[src/design/sha_pkg.sv]
// shared types, constants and round functions for the sha-256 engine
package sha_pkg;

	typedef enum logic [2:0] {
		ST_IDLE,
		ST_COMP,
		ST_FIN,
		ST_PAD_MARK,
		ST_PAD_ZERO,
		ST_PAD_LEN,
		ST_OUT
	} sha_state_t;

	// control from the sequencer to the round datapath
	typedef struct packed {
		logic load;   // working vars take the chaining value
		logic round;  // run one compression round
		logic add;    // fold working vars into the chaining value
		logic init;   // restore the initial hash value
	} core_ctl_t;

	localparam logic [7:0] PAD_BYTE = 8'h80;
	localparam logic [5:0] LEN_POS = 6'd56;
	localparam logic [5:0] LAST_POS = 6'd63;
	localparam logic [5:0] LAST_ROUND = 6'd63;
	localparam logic [2:0] LAST_WORD_IDX = 3'd7;
	localparam logic [63:0] BITS_PER_BYTE = 64'd8;

	localparam logic [31:0] IV [8] = '{
		32'h6a09e667, 32'hbb67ae85, 32'h3c6ef372, 32'ha54ff53a,
		32'h510e527f, 32'h9b05688c, 32'h1f83d9ab, 32'h5be0cd19
	};

	localparam logic [31:0] ROUND_K [64] = '{
		32'h428a2f98, 32'h71374491, 32'hb5c0fbcf, 32'he9b5dba5,
		32'h3956c25b, 32'h59f111f1, 32'h923f82a4, 32'hab1c5ed5,
		32'hd807aa98, 32'h12835b01, 32'h243185be, 32'h550c7dc3,
		32'h72be5d74, 32'h80deb1fe, 32'h9bdc06a7, 32'hc19bf174,
		32'he49b69c1, 32'hefbe4786, 32'h0fc19dc6, 32'h240ca1cc,
		32'h2de92c6f, 32'h4a7484aa, 32'h5cb0a9dc, 32'h76f988da,
		32'h983e5152, 32'ha831c66d, 32'hb00327c8, 32'hbf597fc7,
		32'hc6e00bf3, 32'hd5a79147, 32'h06ca6351, 32'h14292967,
		32'h27b70a85, 32'h2e1b2138, 32'h4d2c6dfc, 32'h53380d13,
		32'h650a7354, 32'h766a0abb, 32'h81c2c92e, 32'h92722c85,
		32'ha2bfe8a1, 32'ha81a664b, 32'hc24b8b70, 32'hc76c51a3,
		32'hd192e819, 32'hd6990624, 32'hf40e3585, 32'h106aa070,
		32'h19a4c116, 32'h1e376c08, 32'h2748774c, 32'h34b0bcb5,
		32'h391c0cb3, 32'h4ed8aa4a, 32'h5b9cca4f, 32'h682e6ff3,
		32'h748f82ee, 32'h78a5636f, 32'h84c87814, 32'h8cc70208,
		32'h90befffa, 32'ha4506ceb, 32'hbef9a3f7, 32'hc67178f2
	};

	function automatic logic [31:0] rotr(input logic [31:0] x, input logic [4:0] n);
		logic [63:0] t;
		t = {x, x} >> n;
		return t[31:0];
	endfunction

	// schedule sigmas
	function automatic logic [31:0] ssig0(input logic [31:0] x);
		return rotr(x, 5'd7) ^ rotr(x, 5'd18) ^ (x >> 3);
	endfunction

	function automatic logic [31:0] ssig1(input logic [31:0] x);
		return rotr(x, 5'd17) ^ rotr(x, 5'd19) ^ (x >> 10);
	endfunction

	// round sigmas
	function automatic logic [31:0] bsig0(input logic [31:0] x);
		return rotr(x, 5'd2) ^ rotr(x, 5'd13) ^ rotr(x, 5'd22);
	endfunction

	function automatic logic [31:0] bsig1(input logic [31:0] x);
		return rotr(x, 5'd6) ^ rotr(x, 5'd11) ^ rotr(x, 5'd25);
	endfunction

endpackage

[src/design/sha_sched.sv]
// block buffer and message schedule window, sixteen words that shift each round
module sha_sched
	import sha_pkg::*;
(
	input  logic        clk,
	input  logic        wr_en,
	input  logic [5:0]  wr_idx,
	input  logic [7:0]  wr_byte,
	input  logic        shift_en,
	output logic [31:0] w_cur
);

	logic [31:0] win_q [16];
	logic [31:0] w_new;
	logic [4:0]  lane_lsb;

	// big-endian: byte 0 of a word is its top byte
	assign lane_lsb = {~wr_idx[1:0], 3'b000};
	assign w_new = ssig1(win_q[14]) + win_q[9] + ssig0(win_q[1]) + win_q[0];
	assign w_cur = win_q[0];

	always_ff @(posedge clk) begin
		if (shift_en) begin
			for (int i = 0; i < 15; i++) begin
				win_q[i] <= win_q[i+1];
			end
			win_q[15] <= w_new;
		end else if (wr_en) begin
			win_q[wr_idx[5:2]][lane_lsb +: 8] <= wr_byte;
		end
	end

endmodule

[src/design/sha_core.sv]
// round datapath: working variables, chaining value and the shared round adder
module sha_core
	import sha_pkg::*;
(
	input  logic        clk,
	input  logic        arst_n,
	input  core_ctl_t   ctl,
	input  logic [5:0]  rnd,
	input  logic [31:0] w_cur,
	input  logic [2:0]  rd_idx,
	output logic [31:0] rd_word
);

	logic [31:0] chain_q [8];
	logic [31:0] v_q [8];
	logic [31:0] t1, t2, ch, maj;

	assign ch  = (v_q[4] & v_q[5]) ^ (~v_q[4] & v_q[6]);
	assign maj = (v_q[0] & v_q[1]) ^ (v_q[0] & v_q[2]) ^ (v_q[1] & v_q[2]);
	assign t1  = v_q[7] + bsig1(v_q[4]) + ch + ROUND_K[rnd] + w_cur;
	assign t2  = bsig0(v_q[0]) + maj;
	assign rd_word = chain_q[rd_idx];

	always_ff @(posedge clk) begin
		if (ctl.load) begin
			for (int i = 0; i < 8; i++) begin
				v_q[i] <= chain_q[i];
			end
		end else if (ctl.round) begin
			v_q[7] <= v_q[6];
			v_q[6] <= v_q[5];
			v_q[5] <= v_q[4];
			v_q[4] <= v_q[3] + t1;
			v_q[3] <= v_q[2];
			v_q[2] <= v_q[1];
			v_q[1] <= v_q[0];
			v_q[0] <= t1 + t2;
		end
	end

	always_ff @(posedge clk or negedge arst_n) begin
		if (!arst_n) begin
			for (int i = 0; i < 8; i++) begin
				chain_q[i] <= IV[i];
			end
		end else if (ctl.init) begin
			for (int i = 0; i < 8; i++) begin
				chain_q[i] <= IV[i];
			end
		end else if (ctl.add) begin
			for (int i = 0; i < 8; i++) begin
				chain_q[i] <= chain_q[i] + v_q[i];
			end
		end
	end

endmodule

[src/design/sha256_hash_engine.sv]
// sha-256 engine top level: byte intake, padding sequencer and digest output
//
// The engine hashes a message fed one byte per item and, on the item marked
// last, pads the message, finishes the hash and delivers the eight digest
// words (index 0 = most significant) on the output channel. Each full
// 64-byte block holds in_stall high while it compresses: 64 rounds on the
// single round adder, one round per cycle, then a fold of the result into
// the chaining value (the working variables load in the same cycle the
// block's last byte lands). The last item starts padding, which writes one
// pad or length byte per cycle through the same buffer port while no block
// is compressing, then one or two block compressions and eight output
// items, one per cycle without stall. The engine takes no new item until
// the eighth digest word has gone out, and then starts the next message
// from the initial hash value.
module sha256_hash_engine
	import sha_pkg::*;
(
	input  logic        clk,
	input  logic        arst_n,
	// input item channel
	input  logic        in_valid,
	output logic        in_stall,
	input  logic [7:0]  data_byte,
	input  logic        byte_present,
	input  logic        last_item,
	// digest channel
	output logic        out_valid,
	input  logic        out_stall,
	output logic [31:0] digest_word,
	output logic [2:0]  word_index,
	output logic        last_word
);

	sha_state_t  state_q, state_d;
	sha_state_t  ret_q, ret_d;     // where to go after a compression
	logic [5:0]  fill_q;           // bytes held in the current block
	logic [63:0] bits_q;           // message length in bits, wraps
	logic [5:0]  rnd_q;            // round counter
	logic [2:0]  idx_q;            // digest word being delivered

	logic        in_acc, out_acc;
	logic        buf_wr, wrap;
	logic [7:0]  buf_byte;
	logic [2:0]  len_sel;
	logic [7:0]  len_byte;
	logic [31:0] w_cur;
	core_ctl_t   ctl;

	assign in_acc  = in_valid && !in_stall;
	assign out_acc = out_valid && !out_stall;
	assign wrap    = buf_wr && (fill_q == LAST_POS);

	// length bytes go out most significant first at positions 56..63
	assign len_sel  = 3'(3'd7 - fill_q[2:0]);
	assign len_byte = bits_q[{len_sel, 3'b000} +: 8];

	// next state
	always_comb begin
		state_d = state_q;
		case (state_q)
			ST_IDLE: begin
				if (in_acc) begin
					if (wrap) begin
						state_d = ST_COMP;
					end else if (last_item) begin
						state_d = ST_PAD_MARK;
					end
				end
			end
			ST_COMP: begin
				if (rnd_q == LAST_ROUND) begin
					state_d = ST_FIN;
				end
			end
			ST_FIN: state_d = ret_q;
			ST_PAD_MARK: state_d = wrap ? ST_COMP : ST_PAD_ZERO;
			ST_PAD_ZERO: begin
				if (fill_q == LEN_POS) begin
					state_d = ST_PAD_LEN;
				end else if (wrap) begin
					state_d = ST_COMP;
				end
			end
			ST_PAD_LEN: begin
				if (wrap) begin
					state_d = ST_COMP;
				end
			end
			ST_OUT: begin
				if (out_acc && idx_q == LAST_WORD_IDX) begin
					state_d = ST_IDLE;
				end
			end
			default: state_d = ST_IDLE;
		endcase
	end

	// outputs and datapath control
	always_comb begin
		in_stall  = 1'b1;
		out_valid = 1'b0;
		buf_wr    = 1'b0;
		buf_byte  = data_byte;
		ret_d     = ret_q;
		ctl       = '0;
		case (state_q)
			ST_IDLE: begin
				in_stall = 1'b0;
				buf_wr   = in_valid && byte_present;
				ret_d    = last_item ? ST_PAD_MARK : ST_IDLE;
			end
			ST_COMP: ctl.round = 1'b1;
			ST_FIN: ctl.add = 1'b1;
			ST_PAD_MARK: begin
				buf_wr   = 1'b1;
				buf_byte = PAD_BYTE;
				ret_d    = ST_PAD_ZERO;
			end
			ST_PAD_ZERO: begin
				buf_wr   = (fill_q != LEN_POS);
				buf_byte = '0;
				ret_d    = ST_PAD_ZERO;
			end
			ST_PAD_LEN: begin
				buf_wr   = 1'b1;
				buf_byte = len_byte;
				ret_d    = ST_OUT;
			end
			ST_OUT: begin
				out_valid = 1'b1;
				ctl.init  = out_acc && (idx_q == LAST_WORD_IDX);
			end
			default: ;
		endcase
		// a full block loads the working vars as its last byte is written
		ctl.load = wrap;
	end

	always_ff @(posedge clk or negedge arst_n) begin
		if (!arst_n) begin
			state_q <= ST_IDLE;
			ret_q   <= ST_IDLE;
			fill_q  <= '0;
			bits_q  <= '0;
			rnd_q   <= '0;
			idx_q   <= '0;
		end else begin
			state_q <= state_d;
			if (wrap) begin
				ret_q <= ret_d;
			end
			if (buf_wr) begin
				fill_q <= fill_q + 6'd1;
			end
			if (ctl.init) begin
				bits_q <= '0;
			end else if (in_acc && byte_present) begin
				bits_q <= bits_q + BITS_PER_BYTE;
			end
			if (ctl.load) begin
				rnd_q <= '0;
			end else if (ctl.round) begin
				rnd_q <= rnd_q + 6'd1;
			end
			if (out_acc) begin
				idx_q <= idx_q + 3'd1;
			end
		end
	end

	sha_sched u_sched (
		.clk      (clk),
		.wr_en    (buf_wr),
		.wr_idx   (fill_q),
		.wr_byte  (buf_byte),
		.shift_en (ctl.round),
		.w_cur    (w_cur)
	);

	sha_core u_core (
		.clk     (clk),
		.arst_n  (arst_n),
		.ctl     (ctl),
		.rnd     (rnd_q),
		.w_cur   (w_cur),
		.rd_idx  (idx_q),
		.rd_word (digest_word)
	);

	assign word_index = idx_q;
	assign last_word  = (idx_q == LAST_WORD_IDX);

`ifndef SYNTH
	// digest words are only offered while intake is closed
	a_out_blocks_in: assert property (@(posedge clk) disable iff (!arst_n)
		out_valid |-> in_stall)
		else $error("digest offered while input open");

	// rounds advance one per cycle during compression
	a_round_step: assert property (@(posedge clk) disable iff (!arst_n)
		(state_q == ST_COMP && rnd_q != LAST_ROUND) |=> rnd_q == $past(rnd_q) + 6'd1)
		else $error("round counter skipped");

	// length bytes land only in the last eight buffer positions
	a_len_pos: assert property (@(posedge clk) disable iff (!arst_n)
		state_q == ST_PAD_LEN |-> fill_q[5:3] == 3'b111)
		else $error("length byte outside tail of block");

	// after the final digest word the next message starts clean
	a_msg_restart: assert property (@(posedge clk) disable iff (!arst_n)
		(out_acc && last_word) |=> (bits_q == '0 && fill_q == '0 && state_q == ST_IDLE))
		else $error("engine not cleared after digest");
`endif

endmodule
[config.mk]
export PLATFORM = sky130hd
export DESIGN_NAME = sha256_hash_engine
export DESIGN_NICKNAME = d
export VERILOG_FILES = /design/src/design/sha_pkg.sv /design/src/design/sha_sched.sv /design/src/design/sha_core.sv /design/src/design/sha256_hash_engine.sv
export SDC_FILE = /design/constraint.sdc
export NUM_CORES = 2
export LEC_CHECK = 0
export BUFFER_PORTS_ARGS = -buffer_cell sky130_fd_sc_hd__buf_2
export CAP_MARGIN = 0
export CORE_MARGIN = 2
export CORE_UTILIZATION = 59
export CTS_BUF_LIST = sky130_fd_sc_hd__clkbuf_8
export CTS_CLUSTER_DIAMETER = 30
export CTS_CLUSTER_SIZE = 12
export DETAILED_ROUTE_END_ITERATION = 12
export MAX_ROUTING_LAYER = met4
export PLACE_DENSITY = 0.84
export SLEW_MARGIN = 20
export SYNTH_ARGS = -nofsm -noshare
export SYNTH_HDL_FRONTEND = slang
export SYNTH_SLANG_ARGS = --single-unit
[constraint.sdc]
create_clock -name clk -period 17.7 [get_ports clk]
set_input_delay 2.655 -clock clk [delete_from_list [all_inputs] [get_ports clk]]
set_output_delay 2.655 -clock clk [all_outputs]
set_load 0.01 [all_outputs]
==> impl_metrics.yaml <==
clock_network:
  clockBufferDepth: 3
  cts_buffers: 237
  clkSlewWorstSetupHoldPaths_ns: 0.07
  cts_hold_buf: 0
  cts_root_buffer: "clkbuf_8"
  tritoncts: "done"
  post_cts_buffers: 0
  cts.sinks: 1106
  clock_latency_ns: 1.02
  ctsResizeCount: 0
  h-tree-depth: 4
power_and_ir_drop:
  finalPower_w: 0.00602
  swShare: 0.233
  peakVddDrop_uv: 88.7
  seq_power_share: 0.456
  pwr-share-clk: 0.538
  comb_power_share: 0.006
  power.leakage_nw: 33.6
  intPower_w: 0.00462
  p_switching_w: 0.00140
  p_per_area_nw_per_um2: 73.6
critical_path:
  start_kind: "flip-flop"
  crit_path_end_kind: "flip-flop"
  crit_path_max_fanout: 15
  slowest_stage: "ha_1"
  crit_top_cell: "o21ai_0"
  critPathArrivalTime_ns: 11.37
  crit_path_max_incr_delay_ns: 0.83
  crit_type: "reg -> reg"
  required_ns: 18.40
placed_design:
  gp_congestion: 1.05
  placed_area_sq_um: 76200
  port_buffers: 51
  dpl_worst_slack_ns: 7.23
  dp_hpwl_mm: 181
sta:
  clock_skew_ns: 0.0422
  period_share: 0.603
  setup_slack_ns: 7.03
  max_freq_mhz: 93.7
  hold_viol: 0
  slew_viol_final: 0
  slew_headroom: 0.174
  tns_ns: 0
  worst_pin_slew_ns: 1.23
  rsz0062_at_grt: "no"
  finalCriticalPeriod_ns: 10.67
  finalSetupViolCount: 0
cells_and_area:
  area_growth_pct: 9.27
  fin_nets: 8383
  final_common_cell: "nand2_1"
  multiInputGateArea_sq_um: 40600
  nFillCells: 9768
  drive_gt1_frac: 0.112
  final_cell_mix: "nand2_1, o21ai_0, edfxtp_1"
  final_area_sq_um: 81800
  regArea_sq_um: 31700
detailed_routing:
  wl_per_cell_um: 25.9
  ant_nets: 0
  drc: 0
  first_pass_iters: 8
  drt-initial-drc-count: 6868
  drt-vias-per-instance: 6.43
  vias: 62000
  drt-total-wl_mm: 249
logic_synthesis:
  syn_nets: 8450
  syn_area_sq_um: 74800
  synth_edf_count: 768
  synth_seq_area_share: 0.423
  synth_ff_type: "edfxtp_1"
  async_flop_share: 0.306
  synth.distinct_cells: 96
  yosys_warnings: 0
  syn_inst: 7840
  ys_ff_latch: 1106
  avgSynthCellArea_sq_um: 9.55
die:
  num_io_pins: 52
  die_x_um: 360
  num_rows: 130
  fp.dieArea_sq_um: 130000
  dieHeight_um: 360
  start_util: 0.595
  coreArea_sq_um: 126000
global_routing:
  antenna_found_initial: 11
  grt_overflow: 0
  grt_pass1_wl_mm: 371
  grt_max_degree: 180
  grt_usage: 0.391
  grt_pass1_vias: 59800
run:
  drv_cap: 0
hold_path:
  min_path_type: "reg -> reg"
run_status:
  outcome: "finished, final reports clean"
[state kept, by name, summed over array words and instances, names as in the netlist]
name            flops
fill_q              6
state_q             3
bits_q             61
u_core.chain_q    256
ret_q               3
u_sched.win_q     512
word_index          3
rnd_q               6
u_core.v_q        256
[path summary, 6_finish.rpt]
check / from / end / slack, ns / depth (start not counted)
hold reg to reg: ret_q[0] / ret_q[0] / 0.49 / 2
setup / recovery: rnd_q[1] / u_core.v_q[0][30] / 7.03 / 31
min in group asynchronous: arst_n / fill_q[3] / 1.74 / 1
setup reg to reg: rnd_q[1] / u_core.v_q[0][30] / 7.03 / 31
hold / removal: ret_q[0] / ret_q[0] / 0.49 / 2
max in group asynchronous: arst_n / u_core.chain_q[12] / 13.65 / 3
[routing by layer]
| layer | GRT usage | up-vias | share of wire |
|---|---|---|---|
| li1 | - | 27700 | - |
| met1 | 0.475 | 29900 | 0.37 |
| met2 | 0.597 | 3480 | 0.46 |
| met3 | 0.0741 | 836 | 0.093 |
| met4 | 0.259 | 0 | 0.077 |
| met5 | - | - | 0 |
[cells in the mapped netlist (195+ instances only)]
master / n / area (sq um)
a21oi_1: 464 / 2320
clkbuf_1: 391 / 1470
dfrtp_1: 202 / 5050
edfxtp_1: 768 / 23100
fa_1: 195 / 3900
ha_1: 401 / 5020
inv_1: 251 / 942
nand2_1: 1569 / 5890
nor2_1: 371 / 1390
o21ai_0: 952 / 4760
xnor2_1: 403 / 3530
xor2_1: 231 / 2020
[critical path, delay by kind of cell (launching register included)]
family,cells,cell delay (ns)
compound gates,14,4.01
xor+xnor,2,0.47
buf+inv,4,0.74
mux,1,0.56
simple gates,3,0.74
flops,1,0.32
fa+ha+maj,7,3.51
[logic make-up after synthesis]
family                   count (synthesis)  share of synthesized area
AO/OA/AOI/OAI                         2024                      0.159
AND/OR/NAND/NOR                       2604                      0.149
adder cells (fa/ha/maj)                622                      0.123
buffers and inverters                  682                     0.0345
flip-flops                            1106                      0.423
XOR/XNOR                               634                     0.0742
multiplexers                           168                     0.0370
[area by class of cell]
cell class,instances,area share
clock buffer,247,0.0416
sequential,1106,0.388
timing repair buffer,121,0.00998
antenna,8,0.000245
tap,1650,0.0252
clock inverter,205,0.0266
multi-input combinational,6052,0.497
inverter,255,0.0118
[power groups by stage]
stage / Combinational [W] / Sequential [W] / Clock, W
after CTS: 0.0000358 / 0.00275 / 0.00325
after detailed placement: 0.0000357 / 0.00280 / 0
after global placement: 0.0000353 / 0.00280 / 0
after floorplan: 0.0000124 / 0.00280 / 0
final: 0.0000355 / 0.00275 / 0.00324
after global routing: 0.0000386 / 0.00275 / 0.00337
[through the flow]
step	std cells	hold slack (ns)	utilization
CTS	9635	0.489	0.650
global placement	9183	0.466	0.606
floorplan	7840	0.450	-
global route	9644	0.503	0.650
detailed placement	9183	0.473	0.606
finish	9644	0.485	0.650
Note: power is estimated with default switching activity, not from simulation.
